File: config.mk
export PLATFORM = sky130hd
export DESIGN_NAME = integer_set_table
export DESIGN_NICKNAME = d
export VERILOG_FILES = /design/src/ist_pkg.sv /design/src/integer_set_table.sv /design/src/ist_ram.sv /design/src/ist_ctrl.sv
export SDC_FILE = /design/constraint.sdc
export NUM_CORES = 1
export LEC_CHECK = 0
export ABC_AREA = 1
export BUFFER_PORTS_ARGS = -buffer_cell sky130_fd_sc_hd__buf_2
export CAP_MARGIN = 20
export CELL_PAD_IN_SITES_DETAIL_PLACEMENT = 1
export CELL_PAD_IN_SITES_GLOBAL_PLACEMENT = 2
export CORE_UTILIZATION = 40
export CTS_CLUSTER_DIAMETER = 150
export DETAILED_ROUTE_END_ITERATION = 7
export GPL_TIMING_DRIVEN = 0
export PLACE_DENSITY_LB_ADDON = 0.1
export SLEW_MARGIN = 20
export SYNTH_ARGS = -nofsm -noshare
export SYNTH_HDL_FRONTEND = slang
export SYNTH_SLANG_ARGS = --single-unit
File: constraint.sdc
create_clock -name clock -period 12.2 [get_ports clock]
set_input_delay 1.22 -clock clock [delete_from_list [all_inputs] [get_ports clock]]
set_output_delay 1.22 -clock clock [all_outputs]
set_load 0.02 [all_outputs]
File: src/ist_pkg.sv
// Shared constants, types and helpers for the integer set table.
package ist_pkg;

   localparam int DEPTH     = 32;
   localparam int VALUE_W   = 32;
   localparam int CAP_W     = 6;
   localparam int COUNT_W   = 6;
   localparam int IDX_W     = (DEPTH > 1) ? $clog2(DEPTH) : 1;
   localparam int FILL_W    = $clog2(DEPTH + 1);
   localparam int CMP_W     = (FILL_W > CAP_W) ? FILL_W : CAP_W;
   localparam int CMP_CNT_W = (CMP_W > COUNT_W) ? CMP_W : COUNT_W;

   localparam logic [CAP_W-1:0] CAPACITY_RESET = CAP_W'(20);

   localparam logic ACTION_ADD   = 1'b0;
   localparam logic ACTION_QUERY = 1'b1;

   typedef struct packed {
      logic               was_present;
      logic               stored;
      logic               rejected_full;
      logic [COUNT_W-1:0] count;
   } rsp_type;

   // Low count bits of the fill level, zero-extended when the fill is narrower.
   function automatic logic [COUNT_W-1:0] count_bits(input logic [FILL_W-1:0] fill);
      logic [CMP_CNT_W-1:0] wide;
      wide = CMP_CNT_W'(fill);
      return wide[COUNT_W-1:0];
   endfunction

endpackage

File: src/integer_set_table.sv
// Top level of the integer set table: capacity register, entry memory and sequencer.
//
// Bounded set of signed 32-bit integers held in a RAM in insertion order. An item
// is taken when start is high and busy is low; its result beat appears on the rsp_
// ports for exactly one cycle with rsp_valid high, and must be taken then. Each item
// scans n held entries, n being the number read before a match or the end (0 to 32):
// the scan reads one RAM entry per cycle over the single read port, then the DECIDE
// state decides and writes back. The next item can be accepted in the cycle its
// predecessor's result is shown. The capacity register resets to 20; values above
// the table depth act as the depth.
module integer_set_table
   import ist_pkg::*;
(
   input  logic                      clock,
   input  logic                      reset,
   input  logic                      start,
   output logic                      busy,
   input  logic                      req_action,
   input  logic signed [VALUE_W-1:0] req_value,
   output logic                      rsp_valid,
   output logic                      rsp_was_present,
   output logic                      rsp_stored,
   output logic                      rsp_rejected_full,
   output logic [COUNT_W-1:0]        rsp_count,
   input  logic                      csr_wr_en,
   input  logic [CAP_W-1:0]          csr_wr_data
);

   logic [CAP_W-1:0]   capacity_ff;
   logic [VALUE_W-1:0] rd_data;
   logic [IDX_W-1:0]   rd_addr;
   logic               wr_en;
   logic [IDX_W-1:0]   wr_addr;
   logic [VALUE_W-1:0] wr_data;
   rsp_type            rsp;

   always_ff @(posedge clock) begin
      if (reset) begin
         capacity_ff <= CAPACITY_RESET;
      end else if (csr_wr_en) begin
         capacity_ff <= csr_wr_data;
      end
   end

   ist_ram #(
      .WIDTH (VALUE_W),
      .DEPTH (DEPTH)
   ) u_ram (
      .clock   (clock),
      .wr_en   (wr_en),
      .wr_addr (wr_addr),
      .wr_data (wr_data),
      .rd_addr (rd_addr),
      .rd_data (rd_data)
   );

   ist_ctrl u_ctrl (
      .clock      (clock),
      .reset      (reset),
      .start      (start),
      .req_action (req_action),
      .req_value  ($unsigned(req_value)),
      .capacity   (capacity_ff),
      .busy       (busy),
      .rd_data    (rd_data),
      .rd_addr    (rd_addr),
      .wr_en      (wr_en),
      .wr_addr    (wr_addr),
      .wr_data    (wr_data),
      .rsp_valid  (rsp_valid),
      .rsp        (rsp)
   );

   assign rsp_was_present   = rsp.was_present;
   assign rsp_stored        = rsp.stored;
   assign rsp_rejected_full = rsp.rejected_full;
   assign rsp_count         = rsp.count;

endmodule

File: src/ist_ram.sv
// Generic single-write, single-read RAM with registered read data.
module ist_ram #(
   parameter int WIDTH = 32,
   parameter int DEPTH = 32
) (
   input  logic                                       clock,
   input  logic                                       wr_en,
   input  logic [((DEPTH > 1) ? $clog2(DEPTH) : 1)-1:0] wr_addr,
   input  logic [WIDTH-1:0]                           wr_data,
   input  logic [((DEPTH > 1) ? $clog2(DEPTH) : 1)-1:0] rd_addr,
   output logic [WIDTH-1:0]                           rd_data
);

   logic [WIDTH-1:0] mem [DEPTH];
   logic [WIDTH-1:0] rd_data_ff;

   always_ff @(posedge clock) begin
      if (wr_en) begin
         mem[wr_addr] <= wr_data;
      end
      rd_data_ff <= mem[rd_addr];
   end

   assign rd_data = rd_data_ff;

endmodule

File: src/ist_ctrl.sv
// Scan sequencer: reads entries one per cycle, decides, writes back and holds fill count.
module ist_ctrl
   import ist_pkg::*;
(
   input  logic               clock,
   input  logic               reset,
   input  logic               start,
   input  logic               req_action,
   input  logic [VALUE_W-1:0] req_value,
   input  logic [CAP_W-1:0]   capacity,
   output logic               busy,
   input  logic [VALUE_W-1:0] rd_data,
   output logic [IDX_W-1:0]   rd_addr,
   output logic               wr_en,
   output logic [IDX_W-1:0]   wr_addr,
   output logic [VALUE_W-1:0] wr_data,
   output logic               rsp_valid,
   output rsp_type            rsp
);

   typedef enum logic [1:0] {IDLE, SCAN, DECIDE} state_type;

   state_type          state_ff;
   logic               action_ff;
   logic [VALUE_W-1:0] value_ff;
   logic [IDX_W-1:0]   idx_ff;
   logic               hit_ff;
   logic [FILL_W-1:0]  fill_ff;
   logic [FILL_W-1:0]  fill_in;
   logic               rsp_valid_ff;
   rsp_type            rsp_ff;

   logic match;
   logic last;
   logic room;
   logic fresh;
   logic put;
   logic full;

   assign match = (rd_data == value_ff);
   assign last  = ((FILL_W'(idx_ff) + FILL_W'(1)) == fill_ff);
   assign room  = (fill_ff < FILL_W'(DEPTH)) && (CMP_W'(fill_ff) < CMP_W'(capacity));
   assign fresh = (action_ff == ACTION_ADD) && !hit_ff;
   assign put   = fresh && room;
   assign full  = fresh && !room;
   assign fill_in = put ? fill_ff + FILL_W'(1) : fill_ff;

   // Issue the next slot while the current one is compared.
   assign rd_addr = (state_ff == SCAN) ? idx_ff + IDX_W'(1) : '0;
   assign wr_en   = (state_ff == DECIDE) && put;
   assign wr_addr = fill_ff[IDX_W-1:0];
   assign wr_data = value_ff;
   assign busy    = (state_ff != IDLE);

   always_ff @(posedge clock) begin
      if (reset) begin
         state_ff     <= IDLE;
         fill_ff      <= '0;
         rsp_valid_ff <= 1'b0;
      end else begin
         rsp_valid_ff <= 1'b0;
         unique case (state_ff)
            IDLE: begin
               if (start) begin
                  action_ff <= req_action;
                  value_ff  <= req_value;
                  idx_ff    <= '0;
                  hit_ff    <= 1'b0;
                  state_ff  <= (fill_ff == '0) ? DECIDE : SCAN;
               end
            end
            SCAN: begin
               if (match) begin
                  hit_ff   <= 1'b1;
                  state_ff <= DECIDE;
               end else if (last) begin
                  state_ff <= DECIDE;
               end else begin
                  idx_ff <= idx_ff + IDX_W'(1);
               end
            end
            DECIDE: begin
               fill_ff              <= fill_in;
               rsp_ff.was_present   <= hit_ff;
               rsp_ff.stored        <= put;
               rsp_ff.rejected_full <= full;
               rsp_ff.count         <= count_bits(fill_in);
               rsp_valid_ff         <= 1'b1;
               state_ff             <= IDLE;
            end
            default: state_ff <= IDLE;
         endcase
      end
   end

   assign rsp_valid = rsp_valid_ff;
   assign rsp       = rsp_ff;

endmodule

======== Word level (Yosys, flattened, before mapping) ========
Memory sizes are Yosys's and may differ from the RTL's. A register that Yosys moved wholly into a read port is not among the register bits.
Index checks and enable logic that the tools add are counted.
W data, S select, Z words.
storage, ports and cells
  register bits ........................... 63
  bits in latches ......................... 0
  RAM bits ................................ 1024
  ROM bits ................................ 0
  bits of input ports ..................... 43
  output and inout port bits .............. 11
  memories kept ........................... 1
memories
  memory     depth  width  rd ports  clocked after memory_dff  write ports  line           RTL
  u_ram.mem  32     32     1         1                         1            ist_ram.sv:14  logic [WIDTH-1:0] mem [DEPTH];
cells by class
  add/sub/neg operators ................... 3
  multipliers ............................. 0
  divide/modulo/power cells ............... 0
  order comparisons ....................... 2
  equality and inequality tests ........... 9
  shift operators ......................... 0
  muxes and demuxes ....................... 17
  bitwise operators ....................... 2
  reductions and logical operators ........ 16
operator list
  kind                   count
  $eq A32 B32 Y1         1
  $mux W5                4
  $pmux W5 S2            1
  $mux W2                4
  $add A5 B1 Y6 const B  1
  $add A6 B1 Y6 const B  1
  $eq A6 B6 Y1           1
  $logic_not A6 Y1       1
  $lt A6 B6 Y1           1
  $lt A6 B6 Y1 const B   1
  $mux W6                1
  $ne A2 B2 Y1 const B   3
  $add A5 B1 Y5 const B  1
  $logic_and A1 B1 Y1    5
  $mux W1                5
  $reduce_and A5 Y1      1
  $pmux W2 S2            1
  $reduce_and A2 Y1      2
  $reduce_and A4 Y1      1
  $reduce_bool A2 Y1     2
  $ne A3 B1 Y1 const B   1
  $reduce_and A3 Y1      1
  $eq A2 B1 Y1 const B   1
  $eq A2 B2 Y1 const B   1
  5 further kinds        7

======== Depth between registers and ports, before layout ========
Gate-level depths: netlist of the first run.
  word-level depth ........................ 6
  depth in mapped cells ................... 13

======== Cells and area by module ========
From an unflattened synthesis of the first run, not the netlist that was laid out.
second synthesis, totals
  cell total of the unflattened synthesis .. 3848
  area total of the unflattened synthesis .. 45503.6 µm²
modules (own cells, without submodules)
  module             times used  cells an instance  area each (µm²)  sequential area each (µm²)
  ist_ram            1           3536               42405.7          31390.1
  ist_ctrl           1           277                2849.0           1621.6
  integer_set_table  1           35                 249.0            120.1

======== Worst setup path before layout of the first run ========
Ideal clock, no wire load.
  path kind ............................... reg-to-reg
  start ................................... register u_ctrl.fill_ff[1]
  end ..................................... memory u_ram.mem[31][0], enable pin
  library setup time ...................... 0.501 ns
  data arrival time ....................... 4.539 ns
  slack ................................... 7.160 ns
  cell stages (with the launch flop) ...... 8
  path buffers ............................ 0
  cells stage by stage .................... dfxtp_1 > ha_1 > a21boi_0 > o21ai_1 > nand3_2 > inv_1 > nand2_1 > nor4_1
between the ends
  cells in the longest elaborated chain, start to end .. 6
  elaborated cells between the ends (all ways) .. 7
ends and longest elaborated chain
  what                               line            RTL
  from (decl)                        ist_ctrl.sv:28  logic [FILL_W-1:0] fill_ff;
  from (signal assigned)             ist_ctrl.sv:83  fill_ff <= fill_in;
  $lt A6 B6 Y1                       ist_ctrl.sv:42  assign room = (fill_ff < FILL_W'(DEPTH)) && (CMP_W'(fill_ff) < CMP_W'(capacity));
  $logic_and A1 B1 Y1 (*)            ist_ctrl.sv:42
  $logic_and A1 B1 Y1 (*)            ist_ctrl.sv:44  assign put = fresh && room;
  via u_ctrl.put                     ist_ctrl.sv:37  logic put;
  $logic_and A1 B1 Y1 (*)            ist_ctrl.sv:50  assign wr_en = (state_ff == DECIDE) && put;
  $mux W1 (*)                        ist_ram.sv:18   if (wr_en) begin
  $mux W1 (implied by the code) (*)  ist_ram.sv:19   mem[wr_addr] <= wr_data;
  to (decl)                          ist_ram.sv:14
The timed path passes the listed nets; every way through them passes the cells marked *.

======== Worst setup path after layout of the first run ========
  start ................................... register u_ctrl.fill_ff[1]
  end ..................................... memory u_ram.mem[29][20], enable pin
between the ends
  cells in the longest elaborated chain, start to end .. 6
  elaborated cells between the ends (all ways) .. 7
ends and longest elaborated chain
  what                           line
  $lt A6 B6 Y1                   ist_ctrl.sv:42
  $logic_and A1 B1 Y1            ist_ctrl.sv:42
  $logic_and A1 B1 Y1            ist_ctrl.sv:44
  $logic_and A1 B1 Y1            ist_ctrl.sv:50
  $mux W1                        ist_ram.sv:18
  $mux W1 (implied by the code)  ist_ram.sv:19
Parallel ways exist; a longest one is shown, timed or not.

==> impl_metrics.tcl, run 1 <==
set metrics [dict create \
    setup_viol 0 \
    dp.cells 6471 \
    route.vias.total 33820 \
    arrival_ps 4380 \
    wl_um 166200 \
    ys_warn_count 0 \
    grt_usage 0.2755 \
    cts_tree "done" \
    synth_cell_type_count 30 \
    grt_pass1_vias 34620 \
    clkLatencyLatePin_ps 750 \
    die-area_um2 122200 \
    synth_seq_area_share 0.6859 \
    final-max-slew-violation-count 0 \
    seqCellArea_um2 33130 \
    synth_enable_flop_cells 1072 \
    worstSetupPathType "flop to flop" \
    cts.repair.resized 0 \
    endpoint_kind "flop" \
    gr-total-overflow 0 \
    drc 0 \
    max_freq_mhz 254.0 \
    layout_commonest_cell "nand2_1" \
    cts.clk_slew.worst_paths_ps 60 \
    yosys.area_share.simple 0.2025 \
    drt_pass1_iterations 5 \
    worst_pin_slew_ps 1222 \
    synth_top_family_by_area "simple AND/OR/NAND/NOR gates" \
    postRouteAntennaNets 0 \
    cts-buffers-inserted 132 \
    fin_tns_setup_ps 0 \
    outcome "finished clean" \
    dp_hpwl_um 116900 \
    port-buffer-count 52 \
    cts.sinks 1119 \
    finalCriticalPeriod_ps 3937 \
    synth_xor_area_frac 0.005439 \
    synth_top_area_share 0.6664 \
    rsz0062_at_grt "false" \
    chipHeight_um 349.5 \
    layout.nets 5046 \
    syn_area_per_cell_um2 10.26 \
    synthCells 4708 \
    syn_area_um2 48310 \
    globalplace.congestion 0.8304 \
    drv_cap 0 \
    hp-class "flop to flop" \
    crit_path_start_kind "flop" \
    peakVddDrop_mv 0.1295 \
    ys_top_cells_by_area "edfxtp_1 67%, nand2_1 10%, nand3_1 9.2%" \
    stdcell_count 6704 \
    synth_fa_ha_area_frac 0.002590 \
    postCtsHoldBufs 0 \
    hold_viol_final 0 \
    finalCritPeriodShare 0.3227 \
    synthesis.nets 4761 \
    grt_pass1_wl_um 240100 \
    skew_ps 20.34 \
    synth_top_cell_by_area "edfxtp_1" \
    synth_mux_area_frac 0 \
    core_region_area_um2 119800 \
    async_flop_share 0 \
    cts_root_buf "clkbuf_16" \
    start_util 0.4032 \
    synthToLayoutAreaGrowth_pct 17.23 \
    relSlewSlack 0.1851 \
    post_dp_cell_area_um2 52540 \
    cts_setup_buffers 0 \
    final_cell_area_um2 56630 \
    final_cell_mix "1319 x nand2_1, 1072 x edfxtp_1, 997 x inv_1" \
    p_leak_nw 24.24 \
    ios 54 \
    dieWidth_um 349.5 \
    grt_max_degree 22 \
    p_per_area_nw_per_um2 196.4 \
    cp_max_fo 10 \
    vias_per_cell 5.044 \
    ys.flop_type "edfxtp_1" \
    rows 127 \
    multi_input_area_um2 10590 \
    antenna_found_initial 11 \
    drive_above_1_share 0.1079 \
    drtIter0Drc 2525 \
    synth_compound_area_frac 0.003730 \
    clk_path_buf_depth 3 \
    num-fill-cells 13130 \
    crit_required_ps 12640 \
    avgRoutedWirePerCell_um 24.79 \
    cts_max_level 4 \
    ys_seq_elements 1119 \
]
## synth_stat cells, types with 10 or more instances
cell,number
buf_1,23
nand3_1,886
nand2_1,1319
ha_1,10
a21oi_1,13
xnor2_1,27
clkbuf_1,29
buf_2,165
inv_1,997
o21ai_0,16
nor2_1,63
dfxtp_1,47
edfxtp_1,1072
## routing by layer
metal,track usage,share of wire
met3,0.03662,0.050
met5,0,0.00016
met4,0.08235,0.026
met2,0.4751,0.50
met1,0.3609,0.43
## path summary, 6_finish.rpt
| path | from | slack [ps] | depth (start not counted) | end |
|---|---|---|---|---|
| setup / recovery | u_ctrl.fill_ff[1] | 8260 | 10 | u_ram.mem[29][20] |
| hold / removal | capacity_ff[5] | 470 | 2 | capacity_ff[5] |
| setup reg to reg | u_ctrl.fill_ff[1] | 8260 | 10 | u_ram.mem[29][20] |
| hold reg to reg | capacity_ff[5] | 470 | 2 | capacity_ff[5] |
## flip-flops by register name, summed over array words and instances (netlist names)
register and cells:
capacity_ff 6, u_ctrl.action_ff 1, u_ctrl.fill_ff 6, u_ctrl.hit_ff 1, u_ctrl.idx_ff 5, u_ctrl.rsp 9, u_ctrl.rsp_valid 1, u_ctrl.state_ff 2
u_ctrl.wr_data 32, u_ram.mem 1024, u_ram.rd_data 32
## critical path, cell delays in order, from the launching register on
cell and delay, ps:
dfxtp_1 520, ha_1 300, a21boi_0 120, o21ai_1 180, nand3_2 230, nor2_1 270
nand2_1 510, nor3_2 740, buf_4 330, buf_4 220, buf_4 200
## cell type report
type,instances,share of cell area
antenna,3,0.0001326
buffer,222,0.01887
clock buffer,174,0.06370
clock inverter,56,0.008484
inverter,1002,0.06641
multi-input combinational,2365,0.1870
sequential,1119,0.5851
tap,1612,0.03562
timing repair buffer,151,0.03471
## kinds of logic (layout without fill, tap and decap cells)
group,Yosys count,after routing
buffers and inverters,1224,1605
AND/OR/NAND/NOR,2291,2291
flip-flops,1119,1119
other,0,3
AO/OA/AOI/OAI,34,34
adder cells (fa/ha/maj),10,10
XOR/XNOR,30,30
## power breakdown
part | internal (mW) | total (mW) | switching [mW]
registers | 4.41 | 4.51 | 0.103
clock network | 2.21 | 3.79 | 1.59
logic | 0.694 | 2.82 | 2.13
## per-stage QoR
step	util	power, mW	setup WS, ps	hold slack [ps]
floorplan	-	6.017	7160	427.2
global placement	0.4222	7.296	2406	436.9
detailed placement	0.4385	7.408	8285	457.4
CTS	0.4726	11.19	8259	469.5
global route	0.4726	11.54	8074	466.4
finish	0.4727	11.12	8263	469.4
(Power assumes the default switching activity.)
==> run 2, diff against run 1 <==
--- a/config.mk
+++ b/config.mk
@@ -10,7 +10,7 @@
 export CAP_MARGIN = 20
 export CELL_PAD_IN_SITES_DETAIL_PLACEMENT = 1
 export CELL_PAD_IN_SITES_GLOBAL_PLACEMENT = 2
-export CORE_UTILIZATION = 40
+export CORE_UTILIZATION = 38
 export CTS_CLUSTER_DIAMETER = 150
 export DETAILED_ROUTE_END_ITERATION = 7
 export GPL_TIMING_DRIVEN = 0
==> constraint.sdc (replaced) <==
create_clock -name clock -period 3.6 [get_ports clock]
set_input_delay 0.36 -clock clock [delete_from_list [all_inputs] [get_ports clock]]
set_output_delay 0.36 -clock clock [all_outputs]
set_load 0.02 [all_outputs]
==> run 2 against run 1 <==
  * Combinational power grew to 3.4 times the previous value
  * Wire length is 0.71% higher
  * Critical path type unchanged
  * First-iteration DRC count is 7.7% higher
  * Clock-buffer cell count down 3
  * Via count grew 0.83%
==> impl_metrics.tcl, run 2 (synthesis results as in run 1) <==
set metrics [dict create \
    crit_path_cell_trace "ha_1 -> inv_1 -> nor2_4 -> clkbuf_1 -> buf_2 -> nand3_1 -> nand3_1 -> nand3_1 -> nand2_1 -> nand2_1 -> nand2_1" \
    gr-total-overflow 0 \
    cts_max_level 4 \
    cts-buffers-inserted 132 \
    synthToLayoutAreaGrowth_pct 19.41 \
    cts_tree "done" \
    cts.sinks 1119 \
    cp_max_fo 10 \
    grt_max_degree 22 \
    multi_input_area_um2 10630 \
    swShare 0.3439 \
    globalplace.congestion 0.8170 \
    stdcell_count 6832 \
    dr_wl_met3_um 7713 \
    endpoint_kind "flop" \
    relSlewSlack 0.2090 \
    drv_cap 0 \
    slowest_stage "clkbuf_1" \
    drtIter0Drc 2720 \
    grt_pass1_vias 34570 \
    worstSetupPathType "flop to flop" \
    layout.nets 5129 \
    hp-class "primary input to flop" \
    crit_path_start_kind "flop" \
    fin_total_pwr_mw 37.81 \
    final_cell_mix "1315 x nand2_1, 1072 x edfxtp_1, 997 x inv_1" \
    finalCriticalPeriod_ps 3525 \
    highest_layer "met5" \
    final_core_utilization 0.4582 \
    clkLatencyLatePin_ps 770 \
    rsz0062_at_grt "false" \
    ios 54 \
    reg2regPathDepth 11 \
    skew_ps 19.82 \
    intPower_mw 24.80 \
    p_leak_nw 24.73 \
    dp_hpwl_um 116800 \
    rows 130 \
    hold_viol_final 0 \
    start_util 0.3837 \
    vias_per_cell 4.991 \
    top_register "u_ram.mem" \
    max_stage_delay_ps 910 \
    drive_above_1_share 0.1138 \
    wl_met1_um 72900 \
    arrival_ps 4220 \
    p_per_area_nw_per_um2 655.5 \
    dp.cells 6505 \
    port-buffer-count 52 \
    wl_met2_um 82310 \
    cts.clk_slew.worst_paths_ps 60 \
    peakVddDrop_mv 0.5780 \
    wl_um 167400 \
    route.vias.total 34100 \
    power_frac_seq 0.404 \
    finalCritPeriodShare 0.9792 \
    postRouteAntennaNets 0 \
    chipHeight_um 358.5 \
    avgRoutedWirePerCell_um 24.50 \
    drc 0 \
    r2r_slack_ps 70 \
    worst_pin_slew_ps 1186 \
    outcome "finished clean" \
    seqCellArea_um2 33130 \
    endpoint "u_ram.rd_data[0]" \
    drt_pass1_iterations 7 \
    crit_required_ps 4300 \
    largest_reg_flops 1024 \
    grt_usage 0.2634 \
    p_switching_mw 13.00 \
    layout_commonest_cell "nand2_1" \
    p_clk_frac 0.341 \
    grt_pass1_wl_um 238900 \
    cts_root_buf "clkbuf_16" \
    max_freq_mhz 283.7 \
    clk_path_buf_depth 3 \
    core_region_area_um2 125900 \
    pwr-share-comb 0.255 \
    startpoint "u_ctrl.idx_ff[1]" \
    dieWidth_um 358.5 \
    reg2reg_from "u_ctrl.idx_ff[1]" \
    antenna_found_initial 8 \
    die-area_um2 128600 \
    num-fill-cells 13820 \
    final-max-slew-violation-count 0 \
    setup_viol 0 \
    r2r_end "u_ram.rd_data[0]" \
]
run 2: cell count changes in the layout (fill, tap and decap cells not counted), sizes merged:
cell         change
clkinv           +9
clkinvlp         +3
dlygate4sd3     +48
inv              -3
diode            +1
clkbuf           -3
buf             +35
run 2: final cells by class:
type | count | share of cell area
Clock inverter | 65 | 0.009046
Sequential cell | 1119 | 0.5744
Antenna cell | 4 | 0.0001735
Multi-Input combinational cell | 2365 | 0.1842
Tap cell | 1650 | 0.03579
Clock buffer | 171 | 0.06236
Timing Repair Buffer | 234 | 0.05028
Inverter | 1002 | 0.06521
Buffer | 222 | 0.01850
run 2: routing by layer:
layer / up-vias / track usage
li1: 15860 / -
met1: 17190 / 0.3463
met2: 821 / 0.4538
met3: 220 / 0.03345
met4: 2 / 0.07890
met5: - / 0
run 2: worst max-delay path, delay by kind of cell (launching register included):
family	cells	cell delay (ps)
buffers and inverters	3	1510
AND/OR/NAND/NOR	7	1120
adder cells (fa/ha/maj)	1	340
flip-flops	1	440
run 2: what timing repair did:
action                                  CTS  global route
endpoints found under the setup margin  397           110
pin swaps                                15             4
resized for setup                         4             3
buffers inserted                         31             8
hold endpoints to repair                 41             0
hold buffers                             48             0
run 2: worst min path at each step:
stage | cells past startpoint | endpoint | startpoint | slack, ps
global route | 3 | u_ctrl.wr_data[4] | start | 100
CTS | 3 | u_ctrl.wr_data[3] | start | 70
floorplan | 0 | u_ctrl.rsp[8] | u_ctrl.hit_ff | 430
global placement | 2 | capacity_ff[1] | capacity_ff[1] | 470
detailed placement | 2 | capacity_ff[1] | capacity_ff[1] | 470
finish | 3 | u_ctrl.action_ff | start | 130
run 2: power by group through the flow:
| stage | combinational, mW | sequential [mW] | clock (mW) |
|---|---|---|---|
| global placement | 8.87 | 15.9 | 0 |
| global route | 10.4 | 15.3 | 13.6 |
| CTS | 9.71 | 15.3 | 13.2 |
| detailed placement | 9.61 | 15.6 | 0 |
| finish | 9.62 | 15.3 | 12.9 |
| floorplan | 4.84 | 15.6 | 0 |
run 2: metrics by stage:
step	setup TNS (ps)	setup slack, ps	instance area (µm²)	hold slack, ps
after floorplan	-37330	-583.3	48320	427.2
after global placement	-2147900	-4347	50650	466.2
after detailed placement	-14540	-320.1	52580	467.6
after CTS	0	59.91	57560	71.52
after global routing	0	5.540	57670	99.61
final	0	74.81	57680	130.6
